<file path="config.mk">
export PLATFORM = sky130hd
export DESIGN_NAME = strict_priority_ring_queues
export DESIGN_NICKNAME = d
export VERILOG_FILES = /design/src/rtl/core/spq_pkg.sv /design/src/rtl/core/spq_ctrl.sv /design/src/rtl/core/spq_datapath.sv /design/src/rtl/core/strict_priority_ring_queues.sv
export SDC_FILE = /design/constraint.sdc
export NUM_CORES = 2
export LEC_CHECK = 0
export BUFFER_PORTS_ARGS = -buffer_cell sky130_fd_sc_hd__buf_2
export CELL_PAD_IN_SITES_DETAIL_PLACEMENT = 1
export CELL_PAD_IN_SITES_GLOBAL_PLACEMENT = 2
export CORE_UTILIZATION = 39
export DETAILED_ROUTE_END_ITERATION = 16
export PLACE_DENSITY_LB_ADDON = 0.05
export SYNTH_ARGS = -nofsm -noshare
export SYNTH_HDL_FRONTEND = slang
export SYNTH_SLANG_ARGS = --single-unit
</file>
<file path="constraint.sdc">
create_clock -name clk -period 9.9 [get_ports clk]
set_input_delay 0.99 -clock clk [delete_from_list [all_inputs] [get_ports clk]]
set_output_delay 0.99 -clock clk [all_outputs]
set_load 0.02 [all_outputs]
</file>
<file path="src/rtl/core/spq_pkg.sv">
// ----------------------------------------------------------------------------
// spq_pkg
// Shared constants, codes and control types of the strict-priority queues.
// ----------------------------------------------------------------------------
package spq_pkg;

	// Geometry
	localparam int QUEUE_DEPTH = 8;
	localparam int LEVELS      = 4;
	localparam int IDX_W       = (QUEUE_DEPTH > 1) ? $clog2(QUEUE_DEPTH) : 1;
	localparam int LVL_W       = (LEVELS > 1) ? $clog2(LEVELS) : 1;
	localparam int CNT_W       = $clog2(QUEUE_DEPTH + 1);

	// Field widths
	localparam int PRIO_W    = 2;
	localparam int NAME_LO_W = 64;
	localparam int NAME_HI_W = 8;
	localparam int STATUS_W  = 2;

	// Request codes
	localparam logic CMD_PUSH = 1'b0;
	localparam logic CMD_POP  = 1'b1;

	// Result status codes
	localparam logic [STATUS_W-1:0] ST_OK        = 2'd0;
	localparam logic [STATUS_W-1:0] ST_OVERFLOW  = 2'd1;
	localparam logic [STATUS_W-1:0] ST_UNDERFLOW = 2'd2;

	// Controller to datapath
	typedef struct packed {
		logic load;     // request accepted: load the result register
		logic do_push;  // write the name and advance the tail
		logic do_pop;   // read the oldest entry and advance the head
	} spq_ctl_t;

	// Datapath to controller
	typedef struct packed {
		logic push_ok;  // presented request is a push that fits
		logic pop_ok;   // presented request is a pop with something queued
	} spq_stat_t;

endpackage

</file>
<file path="src/rtl/core/spq_ctrl.sv">
// ----------------------------------------------------------------------------
// spq_ctrl
// Handshake controller: accepts requests and holds the result until taken.
// ----------------------------------------------------------------------------
module spq_ctrl (
	input  logic               clk,
	input  logic               arst_n,
	input  logic               in_valid,
	output logic               in_stall,
	output logic               out_valid,
	input  logic               out_stall,
	input  spq_pkg::spq_stat_t stat,
	output spq_pkg::spq_ctl_t  ctl
);
	import spq_pkg::*;

	localparam logic S_IDLE = 1'b0;
	localparam logic S_OUT  = 1'b1;

	logic state_q;
	logic state_d;
	logic accept;

	// Stall input only while a result is held and the sink is stalled
	assign in_stall  = (state_q == S_OUT) && out_stall;
	assign out_valid = (state_q == S_OUT);
	assign accept    = in_valid && !in_stall;

	assign ctl.load    = accept;
	assign ctl.do_push = accept && stat.push_ok;
	assign ctl.do_pop  = accept && stat.pop_ok;

	always_comb begin
		state_d = state_q;
		unique case (state_q)
			S_IDLE: begin
				if (accept) begin
					state_d = S_OUT;
				end
			end
			S_OUT: begin
				if (accept) begin
					state_d = S_OUT;
				end else if (!out_stall) begin
					state_d = S_IDLE;
				end
			end
			default: state_d = S_IDLE;
		endcase
	end

	always_ff @(posedge clk or negedge arst_n) begin
		if (!arst_n) begin
			state_q <= S_IDLE;
		end else begin
			state_q <= state_d;
		end
	end

	// An accepted request always shows a result on the next cycle
	a_accept_shows: assert property (@(posedge clk) disable iff (!arst_n)
		accept |=> out_valid)
		else $error("spq_ctrl: accepted request left no result");

endmodule

</file>
<file path="src/rtl/core/spq_datapath.sv">
// ----------------------------------------------------------------------------
// spq_datapath
// Ring storage, per-level pointers and counts, level search, result register.
// ----------------------------------------------------------------------------
module spq_datapath (
	input  logic                            clk,
	input  logic                            arst_n,
	input  logic                            cmd,
	input  logic [spq_pkg::PRIO_W-1:0]      priority_req,
	input  logic [spq_pkg::NAME_LO_W-1:0]   name_lo,
	input  logic [spq_pkg::NAME_HI_W-1:0]   name_hi,
	input  spq_pkg::spq_ctl_t               ctl,
	output spq_pkg::spq_stat_t              stat,
	output logic [spq_pkg::STATUS_W-1:0]    status,
	output logic [spq_pkg::PRIO_W-1:0]      served_level,
	output logic [spq_pkg::NAME_LO_W-1:0]   out_name_lo,
	output logic [spq_pkg::NAME_HI_W-1:0]   out_name_hi
);
	import spq_pkg::*;

	logic [NAME_LO_W-1:0] mem_lo [LEVELS][QUEUE_DEPTH];
	logic [NAME_HI_W-1:0] mem_hi [LEVELS][QUEUE_DEPTH];

	logic [IDX_W-1:0] head_q [LEVELS];
	logic [IDX_W-1:0] tail_q [LEVELS];
	logic [CNT_W-1:0] occ_q  [LEVELS];

	logic [STATUS_W-1:0]  status_q;
	logic [PRIO_W-1:0]    served_q;
	logic [NAME_LO_W-1:0] out_lo_q;
	logic [NAME_HI_W-1:0] out_hi_q;

	logic             in_range;
	logic [LVL_W-1:0] push_lvl;
	logic [LVL_W-1:0] pop_lvl;
	logic             any_busy;

	function automatic logic [IDX_W-1:0] ring_next(input logic [IDX_W-1:0] idx);
		return (idx == IDX_W'(QUEUE_DEPTH - 1)) ? '0 : idx + 1'b1;
	endfunction

	assign in_range = (32'(priority_req) < LEVELS);
	assign push_lvl = LVL_W'(priority_req);

	// Highest non-empty level wins
	always_comb begin
		pop_lvl  = '0;
		any_busy = 1'b0;
		for (int l = 0; l < LEVELS; l++) begin
			if (occ_q[l] != '0) begin
				pop_lvl  = LVL_W'(l);
				any_busy = 1'b1;
			end
		end
	end

	assign stat.push_ok = (cmd == CMD_PUSH) && in_range
		&& (occ_q[push_lvl] != CNT_W'(QUEUE_DEPTH));
	assign stat.pop_ok  = (cmd == CMD_POP) && any_busy;

	// Pointers and counts
	always_ff @(posedge clk or negedge arst_n) begin
		if (!arst_n) begin
			for (int l = 0; l < LEVELS; l++) begin
				head_q[l] <= '0;
				tail_q[l] <= '0;
				occ_q[l]  <= '0;
			end
		end else begin
			if (ctl.do_push) begin
				tail_q[push_lvl] <= ring_next(tail_q[push_lvl]);
				occ_q[push_lvl]  <= occ_q[push_lvl] + 1'b1;
			end
			if (ctl.do_pop) begin
				head_q[pop_lvl] <= ring_next(head_q[pop_lvl]);
				occ_q[pop_lvl]  <= occ_q[pop_lvl] - 1'b1;
			end
		end
	end

	// Ring storage write port
	always_ff @(posedge clk) begin
		if (ctl.do_push) begin
			mem_lo[push_lvl][tail_q[push_lvl]] <= name_lo;
			mem_hi[push_lvl][tail_q[push_lvl]] <= name_hi;
		end
	end

	// Read port lands straight in the result register
	always_ff @(posedge clk) begin
		if (ctl.load) begin
			if (ctl.do_pop) begin
				out_lo_q <= mem_lo[pop_lvl][head_q[pop_lvl]];
				out_hi_q <= mem_hi[pop_lvl][head_q[pop_lvl]];
				served_q <= PRIO_W'(pop_lvl);
				status_q <= ST_OK;
			end else begin
				out_lo_q <= '0;
				out_hi_q <= '0;
				served_q <= '0;
				if (ctl.do_push) begin
					status_q <= ST_OK;
				end else if (cmd == CMD_PUSH) begin
					status_q <= ST_OVERFLOW;
				end else begin
					status_q <= ST_UNDERFLOW;
				end
			end
		end
	end

	assign status       = status_q;
	assign served_level = served_q;
	assign out_name_lo  = out_lo_q;
	assign out_name_hi  = out_hi_q;

	a_one_op: assert property (@(posedge clk) disable iff (!arst_n)
		!(ctl.do_push && ctl.do_pop))
		else $error("spq_datapath: push and pop in one cycle");

	a_pop_ok: assert property (@(posedge clk) disable iff (!arst_n)
		ctl.do_pop |=> (status_q == ST_OK))
		else $error("spq_datapath: served pop without ok status");

	a_reject_flagged: assert property (@(posedge clk) disable iff (!arst_n)
		(ctl.load && !ctl.do_push && !ctl.do_pop) |=> (status_q != ST_OK))
		else $error("spq_datapath: rejected request reported ok");

endmodule

</file>
<file path="src/rtl/core/strict_priority_ring_queues.sv">
// ----------------------------------------------------------------------------
// strict_priority_ring_queues
// Four circular name queues served in strict priority order.
// ----------------------------------------------------------------------------
// Each request is a push (cmd 0) of a nine-byte name to the queue of level
// priority_req, or a pop (cmd 1) of the oldest name from the highest
// non-empty level (level 3 is the highest). Every request returns exactly
// one result, in the cycle after it is accepted: status ok, overflow (push
// to a full queue, name dropped) or underflow (pop with all queues empty),
// plus the served level and name on a successful pop, zeros otherwise. The
// block sustains one request per cycle while out_stall is low: a push
// touches one ring slot and one counter, a pop reads one ring slot whose
// read port loads the result register directly. in_stall rises only while
// a result is held and out_stall is high. Reset clears head, tail and
// occupancy counts but not ring contents, so it is usable right after reset.
module strict_priority_ring_queues (
	input  logic                            clk,
	input  logic                            arst_n,
	// Request channel
	input  logic                            in_valid,
	output logic                            in_stall,
	input  logic                            cmd,
	input  logic [spq_pkg::PRIO_W-1:0]      priority_req,
	input  logic [spq_pkg::NAME_LO_W-1:0]   name_lo,
	input  logic [spq_pkg::NAME_HI_W-1:0]   name_hi,
	// Result channel
	output logic                            out_valid,
	input  logic                            out_stall,
	output logic [spq_pkg::STATUS_W-1:0]    status,
	output logic [spq_pkg::PRIO_W-1:0]      served_level,
	output logic [spq_pkg::NAME_LO_W-1:0]   out_name_lo,
	output logic [spq_pkg::NAME_HI_W-1:0]   out_name_hi
);
	import spq_pkg::*;

	spq_ctl_t  ctl;
	spq_stat_t stat;

	// Handshake and sequencing
	spq_ctrl u_ctrl (
		.clk       (clk),
		.arst_n    (arst_n),
		.in_valid  (in_valid),
		.in_stall  (in_stall),
		.out_valid (out_valid),
		.out_stall (out_stall),
		.stat      (stat),
		.ctl       (ctl)
	);

	// Storage, pointers, level search and result register
	spq_datapath u_datapath (
		.clk          (clk),
		.arst_n       (arst_n),
		.cmd          (cmd),
		.priority_req (priority_req),
		.name_lo      (name_lo),
		.name_hi      (name_hi),
		.ctl          (ctl),
		.stat         (stat),
		.status       (status),
		.served_level (served_level),
		.out_name_lo  (out_name_lo),
		.out_name_hi  (out_name_hi)
	);

endmodule
</file>
==> summary.txt <==
Area share of the largest cell type after synthesis - 0.762
Crit Reg-Reg Startpoint - u_datapath.occ_q[8]$_DFF_PN0_
Crit-path cells - or4_4, mux2i_1, o211a_4, inv_8, buf_12, buf_4, mux4_2, a211o_1, nand2_1, o32ai_1
Port Buffers - 156
Number of buffers between clock root and the deepest sink - 4
Yosys Warn Count - 0
Launch point of the critical path - u_datapath.occ_q[8]$_DFF_PN0_
Setup CP Type - flip-flop to flip-flop
Post-synthesis cell type with the largest combined area - sky130_fd_sc_hd__edfxtp_1
Leak - 35.8 nW
Netlist Area Pre-Place - 0.0938 mm²
Insertion delay of the later-clocked pin in the worst-skew pair - 0.93 ns
Sum of negative setup slack - 0 ns
Longest individual stage delay on the worst path - 0.88 ns
Dominant cells by area after synthesis - sky130_fd_sc_hd__edfxtp_1, sky130_fd_sc_hd__mux2i_1, sky130_fd_sc_hd__a221oi_1
Highest attainable clock frequency - 190 MHz
Final critical-path share of the clock period - 0.532
Via count of the first global-routing pass - 55100
Width of the die - 492 µm
Wire length of the first global-routing pass - 418000 µm
Max-capacitance violation count - 0
Crit Reg-Reg Endpoint - u_datapath.out_name_lo[33]$_SDFFCE_PP0P_
Worst-case headroom to the max-slew limit - 0.201
DR WL/cell - 32.0 µm
Starting density of the core - 0.393
Post-synthesis async set-or-reset flop share - 0.0169
Clock tree root buffer cell - sky130_fd_sc_hd__clkbuf_16
Post-synthesis share of cell area spent on xor and xnor gates - 0.000373
Number of buffers added by the clock tree synthesis step - 289
I/O pins - 157
Number of H-tree levels - 5
Share of synthesized cell area in and, or, nand and nor gates - 0.0453
Post-synthesis register bit count - 2421
Standard-cell rows - 179
Critical path fanouts, max - 98
Number of failing setup endpoints in the final timing report - 0
Number of cell instances on the worst register-to-register path - 10
Hold violation total from the final report - 0
Dominant combinational cell family by area after synthesis - multiplexers
Maximum number of pins on one net before global-route repair - 150
Placeable Area - 0.239 mm²
Relative area change from synthesis to final layout - 14.4%
Count of flip-flops with a built-in enable after synthesis - 2380
Startpoint types - flip-flop
Net count after synthesis - 5694
Slowest library cell on the worst path - sky130_fd_sc_hd__or4_4
Arrival @ worst endpoint - 5.90 ns
Detailed Route Iter0 Violations - 4047
Endpoint class of the critical path - flip-flop
Worst vdd rail ir drop - 0.244 mV
Number of nets with antenna violations after detailed routing - 0
Clock transition at the register clock pins on the worst setup and hold paths after CTS - 0.06 ns
Layout cell share with drive strength beyond 1 - 0.131
Vert. Die Dim - 492 µm
Worst hold-check path type - input port to asynchronous set/reset pin
Length of the first detailed-routing pass in iterations - 5
Synth Flop Type - sky130_fd_sc_hd__edfxtp_1
Fin. max-slew vios - 0
Area of all placed cells without fillers - 0.107 mm²
Compound-gate portion of the synthesized area - 0.0766
Total congestion overflow after global routing - 0
Post_cts resized - 0
Post-synthesis share of cell area spent on full adders, half adders and majority gates - 0.000934
Run status - complete, no violations
Multiplexer share of the synthesized area - 0.0863
Detailed-route via count - 52700
Power density of the placed cells - 286 mW/mm²
Clock tree from TritonCTS - yes
Number of remaining DRC errors - 0
Mean instance size in the synthesized netlist - 16.7 µm²
Number of cells produced by synthesis - 5608
Total of hold buffers inserted after clock tree synthesis - 0
Endpoint of the most critical setup path - u_datapath.out_name_lo[33]$_SDFFCE_PP0P_
Instance area at placement - 0.0984 mm²
Slew at the pin with the worst max-slew slack - 1.19 ns
All-layer global routing usage - 0.240
Final total power - 0.0307 W
Yosys cell types - 43
Number of antenna violations at the first check in global routing - 15
Number of nets at the end of the flow - 5875
Detailed Route WL - 294000 µm
Total setup buffers inserted after CTS - 0
Register area share after synthesis - 0.773
Clock Skew - 0.0448 ns
Final min period - 5.27 ns
Area enclosed by the die boundary - 0.242 mm²
CTS Sinks - 2421
Final estimated routing congestion in global placement - 0.755
Required time of the worst setup path - 10.53 ns
HPWL after DPL - 154000 µm
Unrepaired setup endpoints after global routing - no
Worst R2R Setup Slack - 4.63 ns
Routed vias/inst - 5.75
synthesized netlist by cell type, types with 3 or more instances:
cell                          n
sky130_fd_sc_hd__o21ai_0    220
sky130_fd_sc_hd__buf_1       21
sky130_fd_sc_hd__o22ai_1     73
sky130_fd_sc_hd__nor4_1       3
sky130_fd_sc_hd__buf_6        8
sky130_fd_sc_hd__mux2i_1    603
sky130_fd_sc_hd__or4_1        5
sky130_fd_sc_hd__nand3_1    224
sky130_fd_sc_hd__nor2_1     337
sky130_fd_sc_hd__a211o_1     72
sky130_fd_sc_hd__nand2b_1     5
sky130_fd_sc_hd__o22a_1       3
sky130_fd_sc_hd__buf_2       30
sky130_fd_sc_hd__buf_4       15
sky130_fd_sc_hd__mux2_2       5
sky130_fd_sc_hd__o21ai_1      3
sky130_fd_sc_hd__mux4_2      78
sky130_fd_sc_hd__mux2_1      22
sky130_fd_sc_hd__clkbuf_1   317
sky130_fd_sc_hd__a221oi_1   288
sky130_fd_sc_hd__o221ai_1    72
sky130_fd_sc_hd__o32ai_1     72
sky130_fd_sc_hd__edfxtp_1  2380
sky130_fd_sc_hd__nand2_1    452
sky130_fd_sc_hd__a21oi_1    224
sky130_fd_sc_hd__inv_1        6
sky130_fd_sc_hd__dfrtp_1     41
sky130_fd_sc_hd__ha_1         7
critical path, delay by kind of cell, from the launching register on:
kind | cells | cell delay (ns)
multiplexers | 2 | 0.80
flip-flops | 1 | 0.45
buffers and inverters | 3 | 1.44
AND/OR/NAND/NOR | 2 | 0.96
AO/OA/AOI/OAI | 3 | 0.91
power by group:
| group | switching, W | internal, W |
|---|---|---|
| sequential | 0.000207 | 0.0116 |
| combinational | 0.00598 | 0.00287 |
| clock | 0.00410 | 0.00601 |
| total | 0.0103 | 0.0204 |
state kept, by name, indices dropped and copies added (netlist names):
name,count
u_ctrl.out_valid,1
u_datapath.head_q,12
u_datapath.mem_hi,256
u_datapath.mem_lo,2048
u_datapath.occ_q,16
u_datapath.out_name_hi,8
u_datapath.out_name_lo,64
u_datapath.served_level,2
u_datapath.status,2
u_datapath.tail_q,12
placed cells by master (no fill, tap or decap), types with 4 or more instances in the layout:
| cell type | synthesis | routed |
|---|---|---|
| sky130_fd_sc_hd__nor2_4 | 0 | 35 |
| sky130_fd_sc_hd__clkbuf_16 | 0 | 299 |
| sky130_fd_sc_hd__o221ai_1 | 72 | 72 |
| sky130_fd_sc_hd__a221oi_1 | 288 | 288 |
| sky130_fd_sc_hd__o21ai_0 | 220 | 220 |
| sky130_fd_sc_hd__nor2_1 | 337 | 302 |
| sky130_fd_sc_hd__mux4_2 | 78 | 78 |
| sky130_fd_sc_hd__inv_1 | 6 | 5 |
| sky130_fd_sc_hd__o22ai_1 | 73 | 73 |
| sky130_fd_sc_hd__ha_1 | 7 | 7 |
| sky130_fd_sc_hd__o32ai_1 | 72 | 72 |
| sky130_fd_sc_hd__buf_2 | 30 | 156 |
| sky130_fd_sc_hd__nand3_1 | 224 | 224 |
| sky130_fd_sc_hd__mux2i_1 | 603 | 603 |
| sky130_fd_sc_hd__inv_6 | 0 | 6 |
| sky130_fd_sc_hd__nand2b_1 | 5 | 4 |
| sky130_fd_sc_hd__buf_4 | 15 | 108 |
| sky130_fd_sc_hd__mux2_1 | 22 | 22 |
| sky130_fd_sc_hd__a21oi_1 | 224 | 223 |
| sky130_fd_sc_hd__edfxtp_1 | 2380 | 2380 |
| sky130_fd_sc_hd__mux2_2 | 5 | 5 |
| sky130_fd_sc_hd__clkinv_2 | 0 | 40 |
| sky130_fd_sc_hd__bufinv_16 | 0 | 20 |
| sky130_fd_sc_hd__buf_12 | 0 | 17 |
| sky130_fd_sc_hd__clkbuf_1 | 317 | 68 |
| sky130_fd_sc_hd__dfrtp_1 | 41 | 40 |
| sky130_fd_sc_hd__clkinv_1 | 0 | 60 |
| sky130_fd_sc_hd__a211o_1 | 72 | 72 |
| sky130_fd_sc_hd__nand2_1 | 452 | 450 |
stage by stage:
step	instances	worst slack (ns)	utilization	hold slack [ns]
after CTS	9162	4.57	0.450	0.233
after detailed placement	8665	4.21	0.413	0.481
after global placement	8665	4.07	0.413	0.471
after global routing	9163	4.40	0.450	0.271
after floorplan	5608	3.74	-	0.457
final	9165	4.63	0.450	0.253
layer usage:
metal,routed length [µm],track usage,up-vias
met3,11000,0.0296,392
met5,65,0,-
met2,149000,0.418,1149
met1,128000,0.321,28400
met4,5770,0.0533,10
li1,-,-,22700
how the worst min path moves through the flow:
stage | to | slack (ns)
floorplan | u_datapath.head_q[2]$_DFFE_PN0P_ | 0.46
global placement | u_datapath.tail_q[9]$_DFFE_PN0P_ | 0.47
CTS | u_ctrl.out_valid$_DFF_PN0_ | 0.23
global route | u_ctrl.out_valid$_DFF_PN0_ | 0.27
finish | u_datapath.occ_q[14]$_DFF_PN0_ | 0.25
detailed placement | u_datapath.head_q[5]$_DFFE_PN0P_ | 0.48
kinds of logic after synthesis:
kind of cell	Yosys count
compound gates	1033
xor+xnor	4
fa+ha+maj	7
buf+inv	399
flops	2421
mux	708
simple gates	1036
area by class of cell:
cell class / count / area [µm²]
Sequential cell: 2421 / 72500
Clock buffer: 367 / 7740
Multi-Input combinational cell: 2788 / 20000
Clock inverter: 130 / 1110
Inverter: 8 / 50.0
Antenna cell: 3 / 7.51
Timing Repair Buffer: 281 / 1930
Fill cell: 22700 / 131000
Tap cell: 3167 / 3960
Power figures use the tool's default switching activity.
